File: src/rtl/cvd_pkg.sv
// ----------------------------------------------------------------------------
// cvd_pkg: shared types and constants for the canonical varint decoder
// Holds the status codes, the result beat structure and the group constants.
// ----------------------------------------------------------------------------
package cvd_pkg;

  localparam int unsigned ByteW    = 8;
  localparam int unsigned ValueW   = 64;
  localparam int unsigned GroupW   = 7;
  localparam int unsigned ShiftW   = 7;
  localparam int unsigned StatusW  = 3;

  // group position at which only a single bit of payload still fits
  localparam logic [ShiftW-1:0] TopShift  = 7'd63;
  // group-position bound at or past which a group is an eleventh group
  localparam logic [ShiftW-1:0] OverShift = 7'd64;
  localparam logic [ShiftW-1:0] ShiftStep = 7'd7;

  typedef enum logic [StatusW-1:0] {
    ST_OK        = 3'd0,
    ST_TRUNC     = 3'd1,
    ST_MALFORMED = 3'd2,
    ST_RANGE     = 3'd3,
    ST_NONCANON  = 3'd4
  } status_t;

  // one decoded beat leaving the decode step
  typedef struct packed {
    logic              vld;
    logic [ValueW-1:0] value;
    status_t           status;
  } res_t;

endpackage

File: src/rtl/cvd_in_stage.sv
// ----------------------------------------------------------------------------
// cvd_in_stage: input register
// Captures one byte beat per cycle and holds it while the decode step waits.
// ----------------------------------------------------------------------------
module cvd_in_stage (
  input  logic                      clk,
  input  logic                      rst_n,
  input  logic                      in_valid,
  output logic                      in_stall,
  input  logic [cvd_pkg::ByteW-1:0] in_data_byte,
  input  logic                      in_last_in_buffer,
  input  logic                      take,
  output logic                      vld,
  output logic [cvd_pkg::ByteW-1:0] data_byte,
  output logic                      last
);
  import cvd_pkg::*;

  logic             vld_r,  vld_nxt;
  logic [ByteW-1:0] byte_r;
  logic             last_r;
  logic             load;

  // the register frees up in the same cycle that the step consumes it
  assign load     = !vld_r || take;
  assign in_stall = !load;
  assign vld_nxt  = load ? in_valid : vld_r;

  always_ff @(posedge clk) begin
    if (!rst_n) begin
      vld_r <= 1'b0;
    end else begin
      vld_r <= vld_nxt;
    end
  end

  always_ff @(posedge clk) begin
    if (load && in_valid) begin
      byte_r <= in_data_byte;
      last_r <= in_last_in_buffer;
    end
  end

  assign vld       = vld_r;
  assign data_byte = byte_r;
  assign last      = last_r;

endmodule

File: src/rtl/cvd_step.sv
// ----------------------------------------------------------------------------
// cvd_step: varint decode step
// Folds one byte into the partial value and raises a result beat on a
// completed varint or on the first error of a buffer.
// ----------------------------------------------------------------------------
module cvd_step (
  input  logic                      clk,
  input  logic                      rst_n,
  input  logic                      go,
  input  logic [cvd_pkg::ByteW-1:0] data_byte,
  input  logic                      last,
  output cvd_pkg::res_t             res
);
  import cvd_pkg::*;

  logic [ValueW-1:0]  partial_r, partial_nxt;
  logic [ShiftW-1:0]  shift_r,   shift_nxt;
  status_t            latch_r,   latch_nxt;

  logic [GroupW-1:0]  chunk;
  logic [ValueW-1:0]  merged;

  assign chunk  = data_byte[GroupW-1:0];
  assign merged = partial_r | (ValueW'(chunk) << shift_r[5:0]);

  always_comb begin
    status_t fail;
    fail        = ST_OK;
    partial_nxt = partial_r;
    shift_nxt   = shift_r;
    latch_nxt   = latch_r;
    res.vld     = 1'b0;
    res.value   = '0;
    res.status  = ST_OK;

    if (latch_r == ST_OK) begin
      if (shift_r >= OverShift) begin
        fail = ST_MALFORMED;
      end else if (shift_r == TopShift && chunk > GroupW'(1)) begin
        fail = ST_RANGE;
      end else if (!data_byte[ByteW-1]) begin
        if (data_byte == '0 && shift_r != '0) begin
          fail = ST_NONCANON;
        end else begin
          res.vld     = 1'b1;
          res.value   = merged;
          partial_nxt = '0;
          shift_nxt   = '0;
        end
      end else begin
        partial_nxt = merged;
        shift_nxt   = shift_r + ShiftStep;
        if (last) begin
          fail = ST_TRUNC;
        end
      end

      if (fail != ST_OK) begin
        latch_nxt   = fail;
        partial_nxt = '0;
        shift_nxt   = '0;
        res.vld     = 1'b1;
        res.value   = '0;
        res.status  = fail;
      end
    end

    // buffer boundary: drop everything gathered so far
    if (last) begin
      partial_nxt = '0;
      shift_nxt   = '0;
      latch_nxt   = ST_OK;
    end

    if (!go) begin
      res.vld = 1'b0;
    end
  end

  always_ff @(posedge clk) begin
    if (!rst_n) begin
      partial_r <= '0;
      shift_r   <= '0;
      latch_r   <= ST_OK;
    end else if (go) begin
      partial_r <= partial_nxt;
      shift_r   <= shift_nxt;
      latch_r   <= latch_nxt;
    end
  end

endmodule

File: src/rtl/cvd_out_stage.sv
// ----------------------------------------------------------------------------
// cvd_out_stage: result register
// Holds one result beat until the receiver takes it.
// ----------------------------------------------------------------------------
module cvd_out_stage (
  input  logic                       clk,
  input  logic                       rst_n,
  input  cvd_pkg::res_t              res,
  output logic                       free,
  output logic                       out_valid,
  input  logic                       out_stall,
  output logic [cvd_pkg::ValueW-1:0] out_decoded_value,
  output logic [cvd_pkg::StatusW-1:0] out_result_status
);
  import cvd_pkg::*;

  logic              vld_r, vld_nxt;
  logic [ValueW-1:0] value_r;
  status_t           status_r;

  assign free    = !vld_r || !out_stall;
  assign vld_nxt = res.vld ? 1'b1 : (free ? 1'b0 : vld_r);

  always_ff @(posedge clk) begin
    if (!rst_n) begin
      vld_r <= 1'b0;
    end else begin
      vld_r <= vld_nxt;
    end
  end

  always_ff @(posedge clk) begin
    if (res.vld) begin
      value_r  <= res.value;
      status_r <= res.status;
    end
  end

  assign out_valid         = vld_r;
  assign out_decoded_value = value_r;
  assign out_result_status = StatusW'(status_r);

endmodule

File: src/rtl/canonical_varint_decoder.sv
// ----------------------------------------------------------------------------
// canonical_varint_decoder: canonical unsigned LEB128 stream decoder
// Decodes back-to-back 64-bit base-128 varints from a byte stream, one
// byte beat per cycle while not stalled, and reports completed values and
// the first error of each buffer.
//
// Usage:
//   Input channel (in_): one byte per beat plus a flag on the buffer's last
//   byte. Output channel (out_): decoded value and status; the value reads
//   zero on any error status. A beat gives zero or one result.
//   Path: an accepted byte sits in the input register, passes the
//   combinational decode step and lands in the result register, from
//   which the receiver takes its result.
//   Throughput: one byte per cycle while not stalled; the decode step is a
//   64-bit shift-and-OR plus a few small compares between the two registers.
//   Reset: rst_n (synchronous) empties both registers and clears the
//   partial value, group position and error latch.
//   Stall: while out_stall holds a result, the decode step waits; the input
//   register still holds one more byte, after which in_stall rises.
// ----------------------------------------------------------------------------
module canonical_varint_decoder (
  input  logic                        clk,
  input  logic                        rst_n,
  input  logic                        in_valid,
  output logic                        in_stall,
  input  logic [cvd_pkg::ByteW-1:0]   in_data_byte,
  input  logic                        in_last_in_buffer,
  output logic                        out_valid,
  input  logic                        out_stall,
  output logic [cvd_pkg::ValueW-1:0]  out_decoded_value,
  output logic [cvd_pkg::StatusW-1:0] out_result_status
);
  import cvd_pkg::*;

  logic             st_vld;
  logic [ByteW-1:0] st_byte;
  logic             st_last;
  logic             out_free;
  logic             step_go;
  res_t             step_res;

  // advance a held byte whenever the result register can take a beat
  assign step_go = st_vld && out_free;

  cvd_in_stage u_in (
    .clk               (clk),
    .rst_n             (rst_n),
    .in_valid          (in_valid),
    .in_stall          (in_stall),
    .in_data_byte      (in_data_byte),
    .in_last_in_buffer (in_last_in_buffer),
    .take              (step_go),
    .vld               (st_vld),
    .data_byte         (st_byte),
    .last              (st_last)
  );

  cvd_step u_step (
    .clk       (clk),
    .rst_n     (rst_n),
    .go        (step_go),
    .data_byte (st_byte),
    .last      (st_last),
    .res       (step_res)
  );

  cvd_out_stage u_out (
    .clk               (clk),
    .rst_n             (rst_n),
    .res               (step_res),
    .free              (out_free),
    .out_valid         (out_valid),
    .out_stall         (out_stall),
    .out_decoded_value (out_decoded_value),
    .out_result_status (out_result_status)
  );

endmodule
File: config.mk
export PLATFORM = sky130hd
export DESIGN_NAME = canonical_varint_decoder
export DESIGN_NICKNAME = d
export VERILOG_FILES = /design/src/rtl/cvd_pkg.sv /design/src/rtl/cvd_in_stage.sv /design/src/rtl/cvd_step.sv /design/src/rtl/cvd_out_stage.sv /design/src/rtl/canonical_varint_decoder.sv
export SDC_FILE = /design/constraint.sdc
export NUM_CORES = 1
export LEC_CHECK = 0
export BUFFER_PORTS_ARGS = -buffer_cell sky130_fd_sc_hd__buf_4
export CAP_MARGIN = 5
export CELL_PAD_IN_SITES_DETAIL_PLACEMENT = 0
export CELL_PAD_IN_SITES_GLOBAL_PLACEMENT = 1
export CORE_MARGIN = 2
export CORE_UTILIZATION = 45
export DETAILED_ROUTE_END_ITERATION = 8
export PLACE_DENSITY = 0.88
export SETUP_SLACK_MARGIN = 0.05
export SLEW_MARGIN = 40
export SYNTH_ARGS = -nofsm -noshare
export SYNTH_HDL_FRONTEND = slang
export SYNTH_SLANG_ARGS = --single-unit
File: constraint.sdc
create_clock -name clk -period 3.4 [get_ports clk]
set_input_delay 0.17 -clock clk [delete_from_list [all_inputs] [get_ports clk]]
set_output_delay 0.17 -clock clk [all_outputs]
set_load 0.1 [all_outputs]
==> results of run 1 <==
## path summary, 6_finish.rpt
kind,endpoint,slack [ps],cells after the start
worst max-delay path,u_out.out_decoded_value[29],820,7
worst min-delay path,u_out.out_valid,30,2
worst max register to register,u_out.out_decoded_value[29],820,7
worst min register to register,u_step.partial_r[56],460,2
## power by group
part	internal (mW)	switching, mW	leakage, nW	total, mW
Clock	1.13	0.768	0.289	1.89
Combinational	0.138	0.413	1.32	0.551
Sequential	1.97	0.0341	1.35	2.00
## metal layers
metal	wire, µm	global-route usage	up-vias
met3	913	0.05648	23
met2	7828	0.3392	188
met4	294	0.07908	0
li1	-	-	2514
met5	0	0	-
met1	7255	0.2851	2535
## through the flow
stage / total power, mW / instance area, µm²
global placement: 2.576 / 7343
finish: 4.448 / 8043
detailed placement: 2.582 / 7343
CTS: 4.462 / 8040
floorplan: 2.451 / 6614
global route: 4.587 / 8043
## cell families after synthesis
group / after synthesis / synth area share
buffers and inverters: 54 / 0.05013
AO/OA/AOI/OAI: 160 / 0.1457
flip-flops: 152 / 0.5751
adder cells (fa/ha/maj): 2 / 0.003783
XOR/XNOR: 5 / 0.006621
multiplexers: 16 / 0.02970
AND/OR/NAND/NOR: 267 / 0.1890
## cells in the mapped netlist (9+ instances only)
cell type,n
sky130_fd_sc_hd__a21oi_1,92
sky130_fd_sc_hd__a31oi_1,22
sky130_fd_sc_hd__buf_2,16
sky130_fd_sc_hd__buf_6,9
sky130_fd_sc_hd__clkbuf_1,11
sky130_fd_sc_hd__dfxtp_1,76
sky130_fd_sc_hd__edfxtp_1,76
sky130_fd_sc_hd__mux2_2,9
sky130_fd_sc_hd__nand2_1,25
sky130_fd_sc_hd__nand2b_1,9
sky130_fd_sc_hd__nand3_1,14
sky130_fd_sc_hd__nor2_1,146
sky130_fd_sc_hd__nor3_1,24
## layout make-up
type / instances / area [µm²] / area share
flip-flops and latches: 152 / 3804 / 0.4729
multi-input cells: 450 / 2490 / 0.3096
repair buffers: 110 / 888.4 / 0.1105
clock buffers: 19 / 452.9 / 0.05632
well taps: 184 / 230.2 / 0.02862
clock inverters: 13 / 143.9 / 0.01789
inverters: 9 / 33.78 / 0.004200
## worst reg2reg max path, cell delays in order (launching register included)
cell and delay, ps:
sky130_fd_sc_hd__dfxtp_1 560, sky130_fd_sc_hd__clkinv_1 320, sky130_fd_sc_hd__ha_1 300, sky130_fd_sc_hd__and4b_1 180, sky130_fd_sc_hd__or4_4 430, sky130_fd_sc_hd__nand2_2 110, sky130_fd_sc_hd__buf_12 250, sky130_fd_sc_hd__nor2_1 160
## state kept, by name, indices dropped and copies added, names as in the netlist, 3 cells and up
| name | count |
|---|---|
| u_in.data_byte | 8 |
| u_out.out_result_status | 3 |
| u_step.partial_r | 64 |
| u_out.out_decoded_value | 64 |
| u_step.latch_r | 3 |
| u_step.shift_r | 7 |
## what timing repair did
action                    in CTS  in global routing
hold endpoints to repair      10                  0
setup buffers                  0                  0
hold buffers                  10                  0
==> impl_metrics.toml, run 1 <==
[detailed_routing]
final_ant_viol_nets = 0
drt_pre_antenna_iters = 6
average_vias_per_placed_instance = 5.614
post_drt_wl_per_cell_um = 17.39
route.detailed.drc = 0
drt_iter0_markers = 587
via_count = 5260
wl_um = 16290

[clock_network]
clockBufferDepth = 2
tritoncts_clock_tree = "done"
cts_inserted_buffers = 17
tritoncts_num_sinks = 152
ctsHtreeMaxLevel = 4
ctsResizeCount = 0
clockRootBuffer = "sky130_fd_sc_hd__clkbuf_16"
clock_network_latency_to_the_later_pin_of_the_worst_skew_pair_ps = 440
cts.clk_slew.worst_paths_ps = 70

[timing]
final_hold_viol_count = 0
final.setup.tns_ps = 0
post-route-worst-setup-slack_ps = 820.6
timing.fmax_mhz = 387.7
final_max_slew_viol_count = 0
worst_pin_slew_ps = 828.0
worst_max_slew_margin_expressed_relative_to_the_limit = 0.4455
post-route-period-util = 0.7586
grt_setup_unrepaired = "false"
post-route-min-period_ps = 2579
finalSetupViolations = 0
timing.hold.ws_ps = 28.60
clock_skew_ps = 11.19

[yosys]
synth_top_cell_area_share = 0.3451
mean_syn_cell_area_um2 = 10.08
ys.warnings.count = 0
post-synth-top-area-cell = "sky130_fd_sc_hd__edfxtp_1"
synth-seq-area-share = 0.5751
number_of_library_cell_types_mapped_by_synthesis = 65
synth-edff-count = 76
postSynth.topFlopCell = "sky130_fd_sc_hd__edfxtp_1"
mappedNetlistArea_um2 = 6614
syn-num-nets = 671
flip_flop_and_latch_count_after_synthesis = 152
synth_async_sr_flop_share = 0
netlist_instances = 656
post_synth_main_area_contributors = "sky130_fd_sc_hd__edfxtp_1, sky130_fd_sc_hd__dfxtp_1, sky130_fd_sc_hd__nor2_1"

[layout]
final_core_util = 0.5576
layout.filler_cells = 1241
layout-area-overhead-vs-synth_pct = 21.60
most-common-layout-cells = "sky130_fd_sc_hd__nor2_1, sky130_fd_sc_hd__buf_4, sky130_fd_sc_hd__a21oi_1"
final_common_cell = "sky130_fd_sc_hd__nor2_1"
num_antenna_cells = 0
post_layout_nonfiller_instances = 937
share_of_post_route_cells_with_drive_strength_above_1 = 0.2151
nNetsFinal = 755

[setup_path]
worst_path_max_delay_cell = "sky130_fd_sc_hd__dfxtp_1"
start_of_the_worst_register_to_register_path = "u_step.shift_r[0]"
worst_setup_path_start_kind = "register"
cpLargestDelayFamily = "simple AND/OR/NAND/NOR gates"
critPathRequiredTime_ps = 3570
crit_path_cell_trace = "clkinv_1 > ha_1 > and4b_1 > or4_4 > nand2_2 > buf_12 > nor2_1"
criticalPathCategory = "register to register"
timing.critical_path.buf_inv = 2
timing.critical_path.fanout_max = 64
timing.critical_path.arrival_ps = 2750
critical_path.max_stage_delay_ps = 560
endpoint_type_of_the_worst_setup_path = "register"
startpoint = "u_step.shift_r[0]"

[pwr]
power.density_nw_per_um2 = 553.1
p_leak_nw = 2.964
worst_ir_drop_vdd_mv = 0.2687

[floorplanning]
die_x_um = 125.2
dieHeight_um = 125.2
core_area_um2 = 14420
starting_density = 0.4585
floorplan.io_pins = 82
fp.dieArea_um2 = 15680
rows = 44

[global_route]
number_of_antenna_violations_at_the_first_check_in_global_routing = 0
globalRoute.totalOverflow = 0
overall_fraction_of_global_route_tracks_in_use = 0.2143
grt_pass1_wl_um = 26430
pin_count_of_the_biggest_net_entering_global_routing = 69
vias_in_the_first_global_route = 5004

[place]
gp_congestion = 0.8674
port-buffer-count = 81
post-place-ws_ps = 876.9
dp_hpwl_um = 10860
numPlacedInstances = 895

[worst_hold_path]
worst_hold_path_class = "input port to register"
hold_path.startpoint = "rst_n"

[outcome]
status = "finished clean"

[flow_run]
cap_viol_max_count = 0
Note: power is estimated with default switching activity, not from simulation.
==> run 2: changes to the inputs <==
Settings changed: ABC_AREA from default to 1, CORE_UTILIZATION 45 to 40, PLACE_DENSITY 0.88 to 0.85.
Clock period 3.4 ns to 2.1 ns, I/O delays scaled along.
==> impl_metrics.toml, run 2 <==
[outcome]
status = "finished clean"

[detailed_routing]
via_count = 5552
route.met3.wl_um = 905
drt_iter0_markers = 419
top_layer_used = "met4"
routedLengthMet1_um = 7538
drt_pre_antenna_iters = 5
final_ant_viol_nets = 0
post_drt_wl_per_cell_um = 14.16
route.detailed.drc = 0
average_vias_per_placed_instance = 4.853
wl_um = 16200
detailroute.wirelength.met2_um = 7405

[floorplanning]
fp.dieArea_um2 = 18130
floorplan.io_pins = 82
dieHeight_um = 134.7
starting_density = 0.4103
rows = 47
core_area_um2 = 16640
die_x_um = 134.7

[setup_path]
timing.critical_path.buf_inv = 5
criticalPathCategory = "register to register"
endpoint_type_of_the_worst_setup_path = "register"
worst_setup_path_start_kind = "register"
timing.critical_path.fanout_max = 32
critical_path.max_stage_delay_ps = 350
path_common_cell = "sky130_fd_sc_hd__inv_2"
critPathRequiredTime_ps = 2350
timing.critical_path.arrival_ps = 2200
cpLargestDelayFamily = "simple AND/OR/NAND/NOR gates"
worst_path_max_delay_cell = "sky130_fd_sc_hd__dfxtp_2"
crit_path_cell_trace = "inv_4 > ha_4 > inv_2 > nor2_1 > nand3_1 > nand2_2 > nand4_1 > nor3_4 > buf_4 > inv_2 > buf_12 > a21oi_1"

[pwr]
worst_ir_drop_vdd_mv = 0.6079
p_leak_nw = 3.681
power.density_nw_per_um2 = 848.2

[yosys]
post_synth_main_area_contributors = "sky130_fd_sc_hd__edfxtp_1, sky130_fd_sc_hd__dfxtp_1, sky130_fd_sc_hd__nand2_1"
synth-edff-count = 76
postSynth.topFlopCell = "sky130_fd_sc_hd__edfxtp_1"
ys.warnings.count = 0
synth-seq-area-share = 0.5571
mean_syn_cell_area_um2 = 8.567
synth_async_sr_flop_share = 0
most_common_cell_in_the_synthesized_netlist = "sky130_fd_sc_hd__nand2_1"
synth_top_cells_by_count = "sky130_fd_sc_hd__nand2_1, sky130_fd_sc_hd__nor2_1, sky130_fd_sc_hd__inv_1"
syn-num-nets = 812
flip_flop_and_latch_count_after_synthesis = 152
post-synth-top-area-cell = "sky130_fd_sc_hd__edfxtp_1"
number_of_library_cell_types_mapped_by_synthesis = 34
mappedNetlistArea_um2 = 6828
netlist_instances = 797
synth_top_cell_area_share = 0.3342

[timing]
post-route-min-period_ps = 1949
worst_max_slew_margin_expressed_relative_to_the_limit = 0.6655
timing.hold.ws_ps = 54.70
finalSetupViolations = 0
timing.fmax_mhz = 513.0
grt_setup_unrepaired = "false"
final_hold_viol_count = 0
worst_pin_slew_ps = 496.6
clock_skew_ps = 7.659
final.setup.tns_ps = 0
final_max_slew_viol_count = 0
post-route-period-util = 0.9282

[global_route]
vias_in_the_first_global_route = 5218
number_of_antenna_violations_at_the_first_check_in_global_routing = 0
grt_pass1_wl_um = 25860
globalRoute.totalOverflow = 0
overall_fraction_of_global_route_tracks_in_use = 0.1824
pin_count_of_the_biggest_net_entering_global_routing = 54

[clock_network]
tritoncts_clock_tree = "done"
cts_inserted_buffers = 17
clock_network_latency_to_the_later_pin_of_the_worst_skew_pair_ps = 430
clockRootBuffer = "sky130_fd_sc_hd__clkbuf_16"
ctsHtreeMaxLevel = 4
tritoncts_num_sinks = 152
clockBufferDepth = 2
cts.clk_slew.worst_paths_ps = 60

[place]
gp_congestion = 0.8861
placement.cell_area_um2 = 7779
dp_hpwl_um = 10820
numPlacedInstances = 1091
port-buffer-count = 81

[layout]
num_antenna_cells = 0
final_cell_area_um2 = 8626
nNetsFinal = 926
final_common_cell = "sky130_fd_sc_hd__nand2_1"
most-common-layout-cells = "sky130_fd_sc_hd__nand2_1, sky130_fd_sc_hd__buf_4, sky130_fd_sc_hd__nor2_1"
layout-area-overhead-vs-synth_pct = 26.33
final_core_util = 0.5183
post_layout_nonfiller_instances = 1144
share_of_post_route_cells_with_drive_strength_above_1 = 0.2219

[worst_hold_path]
worst_hold_path_class = "input port to register"

[flow_run]
cap_viol_max_count = 0
==> run 2: layer usage <==
layer	GRT usage	up-vias
met2	0.2814	145
met3	0.04505	29
li1	-	2833
met4	0.06023	0
met5	0	-
met1	0.2523	2545
==> run 2: worst paths after layout <==
check | from | end | slack (ps) | cells past startpoint
worst max-delay path | u_step.shift_r[1] | u_out.out_decoded_value[50] | 150 | 12
worst min register to register | u_step.partial_r[30] | u_step.partial_r[30] | 450 | 2
worst max register to register | u_step.shift_r[1] | u_out.out_decoded_value[50] | 150 | 12
worst min-delay path | out_stall | u_out.out_valid | 50 | 3
==> run 2: stage by stage <==
step / setup slack, ps / total power [mW]
final: 150.8 / 7.316
after floorplan: -491.0 / 3.990
after global placement: 133.1 / 4.216
after CTS: 97.24 / 7.329
after global routing: 44.66 / 7.582
after detailed placement: 108.4 / 4.221
==> run 2: cells by family (layout without fill, tap and decap cells) <==
group | Yosys count | in the layout | share of synthesized area
compound gates | 103 | 103 | 0.08998
buf+inv | 149 | 276 | 0.09309
simple gates | 386 | 386 | 0.2498
xor+xnor | 5 | 5 | 0.006413
flops | 152 | 152 | 0.5571
fa+ha+maj | 2 | 2 | 0.003664
==> run 2: power breakdown <==
part           total, mW  leakage (nW)  internal [mW]  switching (mW)
Sequential          3.22          1.34           3.19          0.0351
Clock               3.10         0.281           1.88            1.23
Combinational      0.987          2.06          0.252           0.735
Total               7.32          3.68           5.32            2.00
==> run 2: worst reg2reg max path: cells and delay by family, from the launching register on <==
family	cells	cell delay (ps)
compound gates	1	200
fa+ha+maj	1	130
buf+inv	5	440
flops	1	350
simple gates	5	650
==> run 2: what timing repair did <==
action | in CTS | in global routing
hold endpoints to repair | 10 | 0
setup buffers | 0 | 8
hold buffers | 10 | 0
gates resized for setup | 0 | 12
endpoints found under the setup margin | 0 | 141
==> run 2: final cells by class <==
cell class | count | area (µm²)
Fill cell | 1585 | 8016
Sequential cell | 152 | 3811
Multi-Input combinational cell | 496 | 2425
Timing Repair Buffer | 131 | 1075
Inverter | 113 | 437.9
Clock buffer | 19 | 432.9
Tap cell | 220 | 275.3
Clock inverter | 13 | 168.9
==> run 3: changes to the inputs <==
Settings changed: BUFFER_PORTS_ARGS -buffer_cell sky130_fd_sc_hd__buf_4 to -buffer_cell sky130_fd_sc_hd__clkbuf_2, MAX_ROUTING_LAYER from default to met4, SLEW_MARGIN 40 to default.
==> impl_metrics.toml, run 3 (same netlist as run 2, synthesis figures left out) <==
[place]
post-place-ws_ps = 131.8
numPlacedInstances = 1091
dp_hpwl_um = 10600
port-buffer-count = 81
gp_congestion = 0.8998

[detailed_routing]
final_ant_viol_nets = 0
via_count = 5560
route.detailed.drc = 0
average_vias_per_placed_instance = 4.835
post_drt_wl_per_cell_um = 13.80
drt_pre_antenna_iters = 5
drt_iter0_markers = 332
wl_um = 15870

[layout]
regArea_um2 = 3810
num_antenna_cells = 0
final_common_cell = "sky130_fd_sc_hd__nand2_1"
nNetsFinal = 932
post_layout_nonfiller_instances = 1150
multi_input_comb_area_um2 = 2441
most-common-layout-cells = "sky130_fd_sc_hd__nand2_1, sky130_fd_sc_hd__nor2_1, sky130_fd_sc_hd__inv_1"
share_of_post_route_cells_with_drive_strength_above_1 = 0.2290
layout-area-overhead-vs-synth_pct = 24.57
final_core_util = 0.5111
layout.filler_cells = 1557

[timing]
final_max_slew_viol_count = 0
post-route-min-period_ps = 1925
grt_setup_unrepaired = "false"
post-route-worst-setup-slack_ps = 175.0
timing.fmax_mhz = 519.5
final.setup.tns_ps = 0
worst_pin_slew_ps = 547.0
finalSetupViolations = 0
worst_max_slew_margin_expressed_relative_to_the_limit = 0.6369
post-route-period-util = 0.9167
final_hold_viol_count = 0
clock_skew_ps = 8.776

[global_route]
pin_count_of_the_biggest_net_entering_global_routing = 54
overall_fraction_of_global_route_tracks_in_use = 0.1837
grt_pass1_wl_um = 25510
number_of_antenna_violations_at_the_first_check_in_global_routing = 0
globalRoute.totalOverflow = 0
vias_in_the_first_global_route = 5237

[clock_network]
tritoncts_clock_tree = "done"
ctsHtreeMaxLevel = 4
clockRootBuffer = "sky130_fd_sc_hd__clkbuf_16"
clockBufferDepth = 2
tritoncts_num_sinks = 152
cts.clk_slew.worst_paths_ps = 60
clock_network_latency_to_the_later_pin_of_the_worst_skew_pair_ps = 430
cts_inserted_buffers = 17

[setup_path]
worst_setup_path_start_kind = "register"
criticalPathCategory = "register to register"
worstSetupEndpoint = "u_out.out_decoded_value[43]"
start_of_the_worst_register_to_register_path = "u_in.data_byte[0]"
timing.critical_path.fanout_max = 24
endpoint_type_of_the_worst_setup_path = "register"
ff2ff_path_depth = 11
reg2reg_to = "u_out.out_decoded_value[43]"
startpoint = "u_in.data_byte[0]"
critPathRequiredTime_ps = 2230
timing.critical_path.arrival_ps = 2050
rrSetupSlack_ps = 180

[pwr]
power_mw = 7.284
worst_ir_drop_vdd_mv = 0.5758
power.density_nw_per_um2 = 856.4
p_leak_nw = 3.674

[floorplanning]
rows = 47
starting_density = 0.4103
core_area_um2 = 16640
dieHeight_um = 134.7
die_x_um = 134.7
fp.dieArea_um2 = 18130
floorplan.io_pins = 82

[flow_run]
cap_viol_max_count = 0

[outcome]
status = "finished clean"

[worst_hold_path]
worst_hold_path_class = "input port to register"
## run 3: cell count changes in the layout (fill, tap and decap cells not counted), sizes merged
| cell | before | now |
|---|---|---|
| buf | 120 | 45 |
| bufinv | 3 | 2 |
| clkbuf | 20 | 103 |
| clkinv | 4 | 5 |
| clkinvlp | 5 | 3 |
## run 3: cell type report
class	count	area share
Inverter	113	0.05119
Clock inverter	11	0.01603
Sequential cell	152	0.4479
Clock buffer	21	0.05546
Tap cell	220	0.03236
Multi-Input combinational cell	496	0.2870
Timing Repair Buffer	137	0.1100
## run 3: routing by layer
metal,global-route usage,vias to the layer above,part of all wire
li1,-,2840,-
met1,0.2442,2554,0.47
met2,0.2795,140,0.46
met3,0.04317,26,0.053
met4,0.05731,0,0.019
met5,-,-,0
## run 3: worst max-delay path, stage by stage, from the launching register on
cell	delay (ps)
sky130_fd_sc_hd__edfxtp_1	440
sky130_fd_sc_hd__nor2_1	130
sky130_fd_sc_hd__nand2_1	70
sky130_fd_sc_hd__nor2_1	140
sky130_fd_sc_hd__nand2_2	90
sky130_fd_sc_hd__inv_1	110
sky130_fd_sc_hd__nor2_4	50
sky130_fd_sc_hd__nand2_2	100
sky130_fd_sc_hd__nand2_4	70
sky130_fd_sc_hd__clkinvlp_4	90
sky130_fd_sc_hd__buf_12	130
sky130_fd_sc_hd__buf_16	170
## run 3: how the worst min path moves through the flow
stage               startpoint                end  slack [ps]  depth (start not counted)
6_report             out_stall    u_out.out_valid          30                          3
5_1_grt              out_stall    u_out.out_valid          50                          3
4_1_cts              out_stall    u_out.out_valid          10                          3
3_5_place_dp   in_data_byte[2]  u_in.data_byte[2]         290                          1
3_3_place_gp   in_data_byte[0]  u_in.data_byte[0]         290                          1
2_1_floorplan  in_data_byte[0]  u_in.data_byte[0]         200                          0
## run 3: report_power, final
group / internal [mW] / switching (mW)
Sequential: 3.19 / 0.0357
Clock: 1.87 / 1.23
Combinational: 0.227 / 0.731
Total: 5.29 / 2.00
## run 3: timing repair
action / 4_1_cts / 5_1_grt
endpoints found under the setup margin: 0 / 153
setup buffers: 0 / 13
hold endpoints to repair: 10 / 0
hold buffers: 10 / 0
resized for setup: 0 / 17
## run 3: metrics by stage
step | cell area [µm²] | hold slack [ps]
2_1_floorplan | 6870 | 203.9
3_3_place_gp | 7576 | 286.2
3_5_place_dp | 7576 | 288.3
4_1_cts | 8284 | 13.79
5_1_grt | 8506 | 47.90
6_report | 8506 | 28.80
